==> config.mk <==
export PLATFORM = sky130hd
export DESIGN_NAME = age_histogram_tenure_threshold
export DESIGN_NICKNAME = d
export VERILOG_FILES = /design/src/design/ahtt_pkg.sv /design/src/design/age_histogram_tenure_threshold.sv /design/src/design/ahtt_ram.sv
export SDC_FILE = /design/constraint.sdc
export NUM_CORES = 2
export LEC_CHECK = 0
export ABC_AREA = 1
export BUFFER_PORTS_ARGS = -buffer_cell sky130_fd_sc_hd__buf_2
export CAP_MARGIN = 10
export CORE_UTILIZATION = 47
export DETAILED_ROUTE_END_ITERATION = 7
export PLACE_DENSITY_LB_ADDON = 0.15
export SLEW_MARGIN = 30
export SYNTH_ARGS = -nofsm -noshare
export SYNTH_HDL_FRONTEND = slang
export SYNTH_SLANG_ARGS = --single-unit
export TNS_END_PERCENT = 100
==> constraint.sdc <==
create_clock -name clk -period 19.4 [get_ports clk]
set_clock_uncertainty 0.05 [all_clocks]
set_input_delay 3.88 -clock clk [delete_from_list [all_inputs] [get_ports clk]]
set_output_delay 3.88 -clock clk [all_outputs]
set_load 0.01 [all_outputs]
==> src/design/ahtt_pkg.sv <==
`default_nettype none

package ahtt_pkg;

  // field widths
  localparam int AGE_W     = 4;
  localparam int WORD_W    = 40;
  localparam int ENTRY_W   = 48;
  localparam int RATIO_W   = 7;
  localparam int THR_W     = 4;
  localparam int PROD_W    = WORD_W + RATIO_W;
  localparam int CFG_W     = RATIO_W;
  localparam int CFG_IDX_W = 1;

  // defaults and constants
  localparam int NUM_AGES_DEF = 16;
  localparam int PERCENT      = 100;
  localparam logic [RATIO_W-1:0] RATIO_RST = RATIO_W'(50);
  localparam logic [THR_W-1:0]   MAX_RST   = THR_W'(15);

  // divide by 100 as a shift by 2, then multiply by ceil(2^RECIP_SH / 25)
  // exact for every product shifted down to at most 45 bits
  localparam int RECIP_SH = 50;
  localparam int RECIP_W  = 46;
  localparam logic [RECIP_W-1:0] RECIP_M =
    RECIP_W'(((64'd1 << RECIP_SH) + 64'(PERCENT / 4 - 1)) / 64'(PERCENT / 4));

  // configuration register indexes
  localparam logic [CFG_IDX_W-1:0] CFG_RATIO = 1'b0;
  localparam logic [CFG_IDX_W-1:0] CFG_MAX   = 1'b1;

  // item kinds
  typedef enum logic [1:0] {
    ACT_CLEAR   = 2'd0,
    ACT_ADD     = 2'd1,
    ACT_COMPUTE = 2'd2
  } action_t;

  // sequencer states
  typedef enum logic [2:0] {
    ST_IDLE,
    ST_ADD_WR,
    ST_DIV,
    ST_WALK_RD,
    ST_WALK_ACC,
    ST_DONE
  } state_t;

endpackage

`default_nettype wire

==> src/design/age_histogram_tenure_threshold.sv <==
`default_nettype none
// Clear: clears all entry valid bits. Add: table read, then saturating write back.
// Compute: capacity*ratio is formed and registered, then multiply-accumulate steps by the
//   reciprocal of 100 (ST_DIV), a table read and an accumulate per entry walked (at most
//   NUM_AGES-1), and a load of the result register, held off while an earlier result is stalled.
// One transaction in work at a time: input stall stays high until it is done.
// Reset (synchronous, rst_n low): target_ratio 50, max_threshold 15, entry valid bits clear.

module age_histogram_tenure_threshold #(
  parameter int NUM_AGES = ahtt_pkg::NUM_AGES_DEF
) (
  input  wire logic                             clk,
  input  wire logic                             rst_n,
  // input channel
  input  wire logic                             in_valid,
  output logic                                  in_stall,
  input  wire logic [1:0]                       in_action,
  input  wire logic [ahtt_pkg::AGE_W-1:0]       in_age,
  input  wire logic [ahtt_pkg::WORD_W-1:0]      in_word_count,
  input  wire logic [ahtt_pkg::WORD_W-1:0]      in_survivor_capacity,
  // result channel
  output logic                                  out_valid,
  input  wire logic                             out_stall,
  output logic      [ahtt_pkg::THR_W-1:0]       out_threshold,
  output logic      [ahtt_pkg::WORD_W-1:0]      out_desired_size,
  // configuration port
  input  wire logic                             cfg_we,
  input  wire logic [ahtt_pkg::CFG_IDX_W-1:0]   cfg_index,
  input  wire logic [ahtt_pkg::CFG_W-1:0]       cfg_wdata
);

  import ahtt_pkg::*;

  localparam int AW        = (NUM_AGES > 1) ? $clog2(NUM_AGES) : 1;
  localparam int FW        = $clog2(NUM_AGES + 1);
  localparam int TOT_W     = ENTRY_W + AW;
  localparam int X_W       = PROD_W - 2;
  localparam int HALF_W    = (X_W + 1) / 2;
  localparam int PP_W      = 2 * HALF_W;
  localparam int ACC_W     = 2 * PP_W;
  localparam int MUL_STEPS = 4;
  localparam int CNT_W     = 2;

  // control state
  state_t               state_r, state_nxt;
  logic [NUM_AGES-1:0]  valid_r, valid_nxt;
  logic [RATIO_W-1:0]   ratio_r, ratio_nxt;
  logic [THR_W-1:0]     max_thr_r, max_thr_nxt;
  logic                 out_valid_r, out_valid_nxt;

  // datapath registers
  logic [AW-1:0]        add_addr_r, add_addr_nxt;
  logic [WORD_W-1:0]    add_words_r, add_words_nxt;
  logic [X_W-1:0]       div_r, div_nxt;
  logic [ACC_W-1:0]     acc_r, acc_nxt;
  logic [CNT_W-1:0]     cnt_r, cnt_nxt;
  logic [AW-1:0]        idx_r, idx_nxt;
  logic [TOT_W-1:0]     total_r, total_nxt;
  logic [FW-1:0]        found_r, found_nxt;
  logic                 rd_valid_r, rd_valid_nxt;
  logic [THR_W-1:0]     out_thr_r, out_thr_nxt;
  logic [WORD_W-1:0]    out_des_r, out_des_nxt;

  // table port signals
  logic                 ram_we;
  logic [AW-1:0]        ram_waddr;
  logic [ENTRY_W-1:0]   ram_wdata;
  logic [AW-1:0]        ram_raddr;
  logic [ENTRY_W-1:0]   ram_rdata;

  // helpers
  logic                 in_acc;
  logic                 out_free;
  logic                 age_ok;
  logic [RATIO_W-1:0]   ratio_c;
  logic [PROD_W-1:0]    prod;
  logic [HALF_W-1:0]    mul_a;
  logic [HALF_W-1:0]    mul_b;
  logic [PP_W-1:0]      pp;
  logic [ACC_W-1:0]     pp_ext;
  logic [ACC_W-1:0]     pp_sh;
  logic [WORD_W-1:0]    desired;
  logic [ENTRY_W-1:0]   old_entry;
  logic [ENTRY_W:0]     add_sum;
  logic [ENTRY_W-1:0]   walk_entry;
  logic [TOT_W-1:0]     tot_sum;
  logic                 exceed;

  ahtt_ram #(
    .WIDTH (ENTRY_W),
    .DEPTH (NUM_AGES)
  ) u_table (
    .clk   (clk),
    .we    (ram_we),
    .waddr (ram_waddr),
    .wdata (ram_wdata),
    .raddr (ram_raddr),
    .rdata (ram_rdata)
  );

  assign in_stall  = (state_r != ST_IDLE);
  assign in_acc    = in_valid && !in_stall;
  assign out_free  = !out_valid_r || !out_stall;
  assign age_ok    = (32'(in_age) < NUM_AGES);
  assign ratio_c   = (ratio_r > RATIO_W'(PERCENT)) ? RATIO_W'(PERCENT) : ratio_r;
  assign prod      = PROD_W'(in_survivor_capacity) * PROD_W'(ratio_c);

  // one partial product of the reciprocal multiply per cycle
  assign mul_a   = cnt_r[1] ? HALF_W'(div_r[X_W-1:HALF_W]) : div_r[HALF_W-1:0];
  assign mul_b   = cnt_r[0] ? HALF_W'(RECIP_M[RECIP_W-1:HALF_W]) : RECIP_M[HALF_W-1:0];
  assign pp      = PP_W'(mul_a) * PP_W'(mul_b);
  assign pp_ext  = ACC_W'(pp);
  assign pp_sh   = (cnt_r == CNT_W'(0)) ? pp_ext :
                   (cnt_r == CNT_W'(MUL_STEPS - 1)) ? (pp_ext << PP_W) : (pp_ext << HALF_W);
  assign desired = acc_r[RECIP_SH +: WORD_W];

  // saturating add for an add transaction
  assign old_entry = rd_valid_r ? ram_rdata : '0;
  assign add_sum   = (ENTRY_W+1)'(old_entry) + (ENTRY_W+1)'(add_words_r);

  // running total over the walked entries
  assign walk_entry = rd_valid_r ? ram_rdata : '0;
  assign tot_sum    = total_r + TOT_W'(walk_entry);
  assign exceed     = (tot_sum > TOT_W'(desired));

  // next state
  always_comb begin
    state_nxt = state_r;
    unique case (state_r)
      ST_IDLE: begin
        if (in_acc) begin
          case (action_t'(in_action))
            ACT_ADD: begin
              if (age_ok) begin
                state_nxt = ST_ADD_WR;
              end
            end
            ACT_COMPUTE: state_nxt = ST_DIV;
            default:     state_nxt = ST_IDLE;
          endcase
        end
      end
      ST_ADD_WR: state_nxt = ST_IDLE;
      ST_DIV: begin
        if (cnt_r == CNT_W'(MUL_STEPS - 1)) begin
          state_nxt = ST_WALK_RD;
        end
      end
      ST_WALK_RD: state_nxt = ST_WALK_ACC;
      ST_WALK_ACC: begin
        if (exceed || (idx_r == AW'(NUM_AGES - 1))) begin
          state_nxt = ST_DONE;
        end else begin
          state_nxt = ST_WALK_RD;
        end
      end
      ST_DONE: begin
        if (out_free) begin
          state_nxt = ST_IDLE;
        end
      end
      default: state_nxt = ST_IDLE;
    endcase
  end

  // datapath and outputs
  always_comb begin
    valid_nxt     = valid_r;
    ratio_nxt     = ratio_r;
    max_thr_nxt   = max_thr_r;
    out_valid_nxt = out_valid_r;
    add_addr_nxt  = add_addr_r;
    add_words_nxt = add_words_r;
    div_nxt       = div_r;
    acc_nxt       = acc_r;
    cnt_nxt       = cnt_r;
    idx_nxt       = idx_r;
    total_nxt     = total_r;
    found_nxt     = found_r;
    rd_valid_nxt  = rd_valid_r;
    out_thr_nxt   = out_thr_r;
    out_des_nxt   = out_des_r;
    ram_we        = 1'b0;
    ram_waddr     = add_addr_r;
    ram_wdata     = add_sum[ENTRY_W] ? {ENTRY_W{1'b1}} : add_sum[ENTRY_W-1:0];
    ram_raddr     = AW'(in_age);

    // configuration writes
    if (cfg_we) begin
      if (cfg_index == CFG_RATIO) begin
        ratio_nxt = cfg_wdata[RATIO_W-1:0];
      end else if (cfg_index == CFG_MAX) begin
        max_thr_nxt = cfg_wdata[THR_W-1:0];
      end
    end

    // result register drains
    if (out_valid_r && !out_stall) begin
      out_valid_nxt = 1'b0;
    end

    unique case (state_r)
      ST_IDLE: begin
        ram_raddr = AW'(in_age);
        if (in_acc) begin
          case (action_t'(in_action))
            ACT_CLEAR: valid_nxt = '0;
            ACT_ADD: begin
              add_addr_nxt  = AW'(in_age);
              add_words_nxt = in_word_count;
              rd_valid_nxt  = valid_r[AW'(in_age)];
            end
            ACT_COMPUTE: begin
              div_nxt = X_W'(prod >> 2);
              acc_nxt = '0;
              cnt_nxt = '0;
            end
            default: ;
          endcase
        end
      end
      ST_ADD_WR: begin
        ram_we               = 1'b1;
        valid_nxt[add_addr_r] = 1'b1;
      end
      ST_DIV: begin
        acc_nxt   = acc_r + pp_sh;
        cnt_nxt   = cnt_r + CNT_W'(1);
        idx_nxt   = AW'(1);
        total_nxt = '0;
      end
      ST_WALK_RD: begin
        ram_raddr    = idx_r;
        rd_valid_nxt = valid_r[idx_r];
      end
      ST_WALK_ACC: begin
        total_nxt = tot_sum;
        idx_nxt   = idx_r + AW'(1);
        if (exceed) begin
          found_nxt = FW'(idx_r);
        end else begin
          found_nxt = FW'(NUM_AGES);
        end
      end
      ST_DONE: begin
        if (out_free) begin
          out_valid_nxt = 1'b1;
          out_thr_nxt   = (32'(found_r) > 32'(max_thr_r)) ? max_thr_r : THR_W'(found_r);
          out_des_nxt   = desired;
        end
      end
      default: ;
    endcase
  end

  // control registers
  always_ff @(posedge clk) begin
    if (!rst_n) begin
      state_r     <= ST_IDLE;
      valid_r     <= '0;
      ratio_r     <= RATIO_RST;
      max_thr_r   <= MAX_RST;
      out_valid_r <= 1'b0;
    end else begin
      state_r     <= state_nxt;
      valid_r     <= valid_nxt;
      ratio_r     <= ratio_nxt;
      max_thr_r   <= max_thr_nxt;
      out_valid_r <= out_valid_nxt;
    end
  end

  // payload registers
  always_ff @(posedge clk) begin
    add_addr_r  <= add_addr_nxt;
    add_words_r <= add_words_nxt;
    div_r       <= div_nxt;
    acc_r       <= acc_nxt;
    cnt_r       <= cnt_nxt;
    idx_r       <= idx_nxt;
    total_r     <= total_nxt;
    found_r     <= found_nxt;
    rd_valid_r  <= rd_valid_nxt;
    out_thr_r   <= out_thr_nxt;
    out_des_r   <= out_des_nxt;
  end

  assign out_valid        = out_valid_r;
  assign out_threshold    = out_thr_r;
  assign out_desired_size = out_des_r;

endmodule

`default_nettype wire

==> src/design/ahtt_ram.sv <==
`default_nettype none

module ahtt_ram #(
  parameter int WIDTH = 48,
  parameter int DEPTH = 16
) (
  input  wire logic                     clk,
  input  wire logic                     we,
  input  wire logic [$clog2(DEPTH)-1:0] waddr,
  input  wire logic [WIDTH-1:0]         wdata,
  input  wire logic [$clog2(DEPTH)-1:0] raddr,
  output logic      [WIDTH-1:0]         rdata
);

  logic [WIDTH-1:0] mem [DEPTH];

  // one write port, registered read port
  always_ff @(posedge clk) begin
    if (we) begin
      mem[waddr] <= wdata;
    end
    rdata <= mem[raddr];
  end

endmodule

`default_nettype wire

==> impl_metrics.toml <==
[outcome]
status = "finished, final reports clean"

[synthesis]
synthTopCellsByArea = "edfxtp_1, fa_1, ha_1"
yosysSeqAreaShare_pct = 42.0
synth.most_common_cell = "inv_1"
synth_area_um2 = 79100
yosysTopAreaCell = "edfxtp_1"
ys_async_sr_fraction_pct = 0
syn_avg_cell_area_um2 = 9.18
ys.flop_type = "edfxtp_1"
synth_commonest_cells = "inv_1, nand2_1, nor2_1"
synthCells = 8620
synth_edf_count = 1055
yosysTopAreaCellShare_pct = 40.0
synth_seq_cells = 1134
ys.warnings.count = 0
synth_cell_type_count = 66

[global_route]
grt.total_usage_pct = 30.9
grt_pass1_wl_mm = 389
grt_pass1_vias = 60700
antenna_found_initial = 22
grt_max_degree = 211
grt.overflow.total = 0

[floorplanning]
initial_core_util_pct = 47.3
rows = 150
die_y_um = 412
ios = 145
die_w_um = 412
core_um2 = 167000
die_area_um2 = 170000

[timing]
finalCriticalPeriod_ns = 11.51
fmax_mhz = 86.8
tightest_slew_ns = 1.07
hold_viol = 0
relSlewSlack_pct = 28.7
fin_crit_sh_pct = 59.4
finalSetupViolations = 0
setup_tns_ns = 0
final_max_slew_viol_count = 0
rsz0062_at_grt = "no"

[placement]
numPortBuffers = 144
dp_hpwl_mm = 191
gp_congestion = 1.05

[clock_network]
cts_tree = "built"
post-cts-setup-buffer-count = 0
ctsResizeCount = 0
h-tree-depth = 4
clk_pin_slew_ns = 0.06
root_buffer = "clkbuf_16"
cts_sinks = 1134
hold_buffers = 0
cts_buffers = 130
clkLatencyLatePin_ns = 0.81
clockBufferDepth = 3

[min_path]
hold_path_class = "flip-flop to flip-flop"

[worst_setup_path]
crit_slowest_cell = "edfxtp_1"
crit_type = "flip-flop to flip-flop"
crit_family = "adder cells"
critPathMaxStageDelay_ns = 0.84
cp_max_fo = 24
arrival_ns = 12.00
worstSetupStartpointType = "flip-flop"
critPathRequiredTime_ns = 19.89
endpoint_kind = "flip-flop"
worst-path-buf-inv = 8

[finish]
drive_gt1_share_pct = 6.54
nNetsFinal = 9847
area_growth_pct = 10.0

[routing]
drtIter0Drc = 6279
vias_per_cell = 5.63
route.detailed.drc = 0
antenna_left = 0
drtPass1Iterations = 6
wl_per_cell_um = 23.7
routed_wl_mm = 263
vias = 62200

[run]
cap_violations = 0
-- worst register-to-register path, delay by kind of cell (launching register included) --
kind | cells | cell delay, ns
adder cells (fa/ha/maj) | 9 | 4.27
flip-flops | 1 | 0.84
buffers and inverters | 8 | 1.14
XOR/XNOR | 1 | 0.62
AO/OA/AOI/OAI | 5 | 1.53
AND/OR/NAND/NOR | 16 | 2.85
-- state kept, by name (all words and copies together), names as in the netlist --
signal	cells
add_words_r	40
add_addr_r	4
total_r	52
idx_r	4
valid_r	16
max_thr_r	4
cnt_r	2
u_table.mem	768
state_r	3
out_valid	1
acc_r	90
div_r	45
out_desired_size	40
out_threshold	4
rd_valid_r	1
ratio_r	7
u_table.rdata	48
found_r	5
-- cell families after synthesis --
logic type / share of synthesized area (%)
fa+ha+maj: 20.6
flops: 42.0
buf+inv: 8.62
other cells: 0.00949
compound gates: 12.9
xor+xnor: 1.64
simple gates: 14.2
-- routing by layer --
metal / GRT usage (%) / up-vias / wire length [um]
met1: 45.5 / 30600 / 118000
met3: 4.45 / 356 / 20600
li1: - / 28900 / -
met2: 47.5 / 2422 / 117000
met4: 8.89 / 0 / 7060
met5: 0 / - / 0
-- final cells by class --
cell class              count  area [um^2]
clock buffers             167         3550
fillers                 15500        80200
well taps                2204         2760
multi-input cells        5720        39400
inverters                1543         5810
flip-flops and latches   1134        33300
diodes                      7         17.5
repair buffers            214         1290
clock inverters            71         1000
-- layout by cell type (no fill, tap or decap), types with 45 or more instances in the layout --
cell / count
a21oi_1: 535
a31oi_1: 59
buf_2: 144
buf_4: 62
clkbuf_16: 131
conb_1: 45
dfxtp_1: 79
edfxtp_1: 1055
fa_1: 491
ha_1: 514
inv_1: 1523
nand2_1: 1265
nand3_1: 178
nand4_1: 59
nor2_1: 1064
o211ai_1: 69
o21a_1: 49
o21ai_0: 667
o221ai_1: 142
o22ai_1: 96
xnor2_1: 56
xor2_1: 92
-- worst paths after layout --
check | startpoint | to | slack (ns) | depth (start not counted)
max | cnt_r[1] | acc_r[71] | 7.89 | 39
max reg2reg | cnt_r[1] | acc_r[71] | 7.89 | 39
min | valid_r[15] | valid_r[15] | 0.42 | 2
min reg2reg | valid_r[15] | valid_r[15] | 0.42 | 2
-- per-stage QoR --
| step | utilization (%) | cells | worst slack (ns) | instance area, um^2 | hold WS (ns) |
|---|---|---|---|---|---|
| finish | 52.1 | 11100 | 7.89 | 87100 | 0.421 |
| global route | 52.1 | 11100 | 7.15 | 87100 | 0.448 |
| detailed placement | 49.3 | 10800 | 8.00 | 82500 | 0.410 |
| global placement | 49.3 | 10800 | 7.89 | 82500 | 0.403 |
| CTS | 52.0 | 11100 | 8.00 | 87000 | 0.419 |
| floorplan | - | 8663 | 10.65 | 79300 | 0.376 |
Power is left out: the tool's default activity adds up to more than one toggle a clock period on the data nets, which glitch-free logic cannot reach.
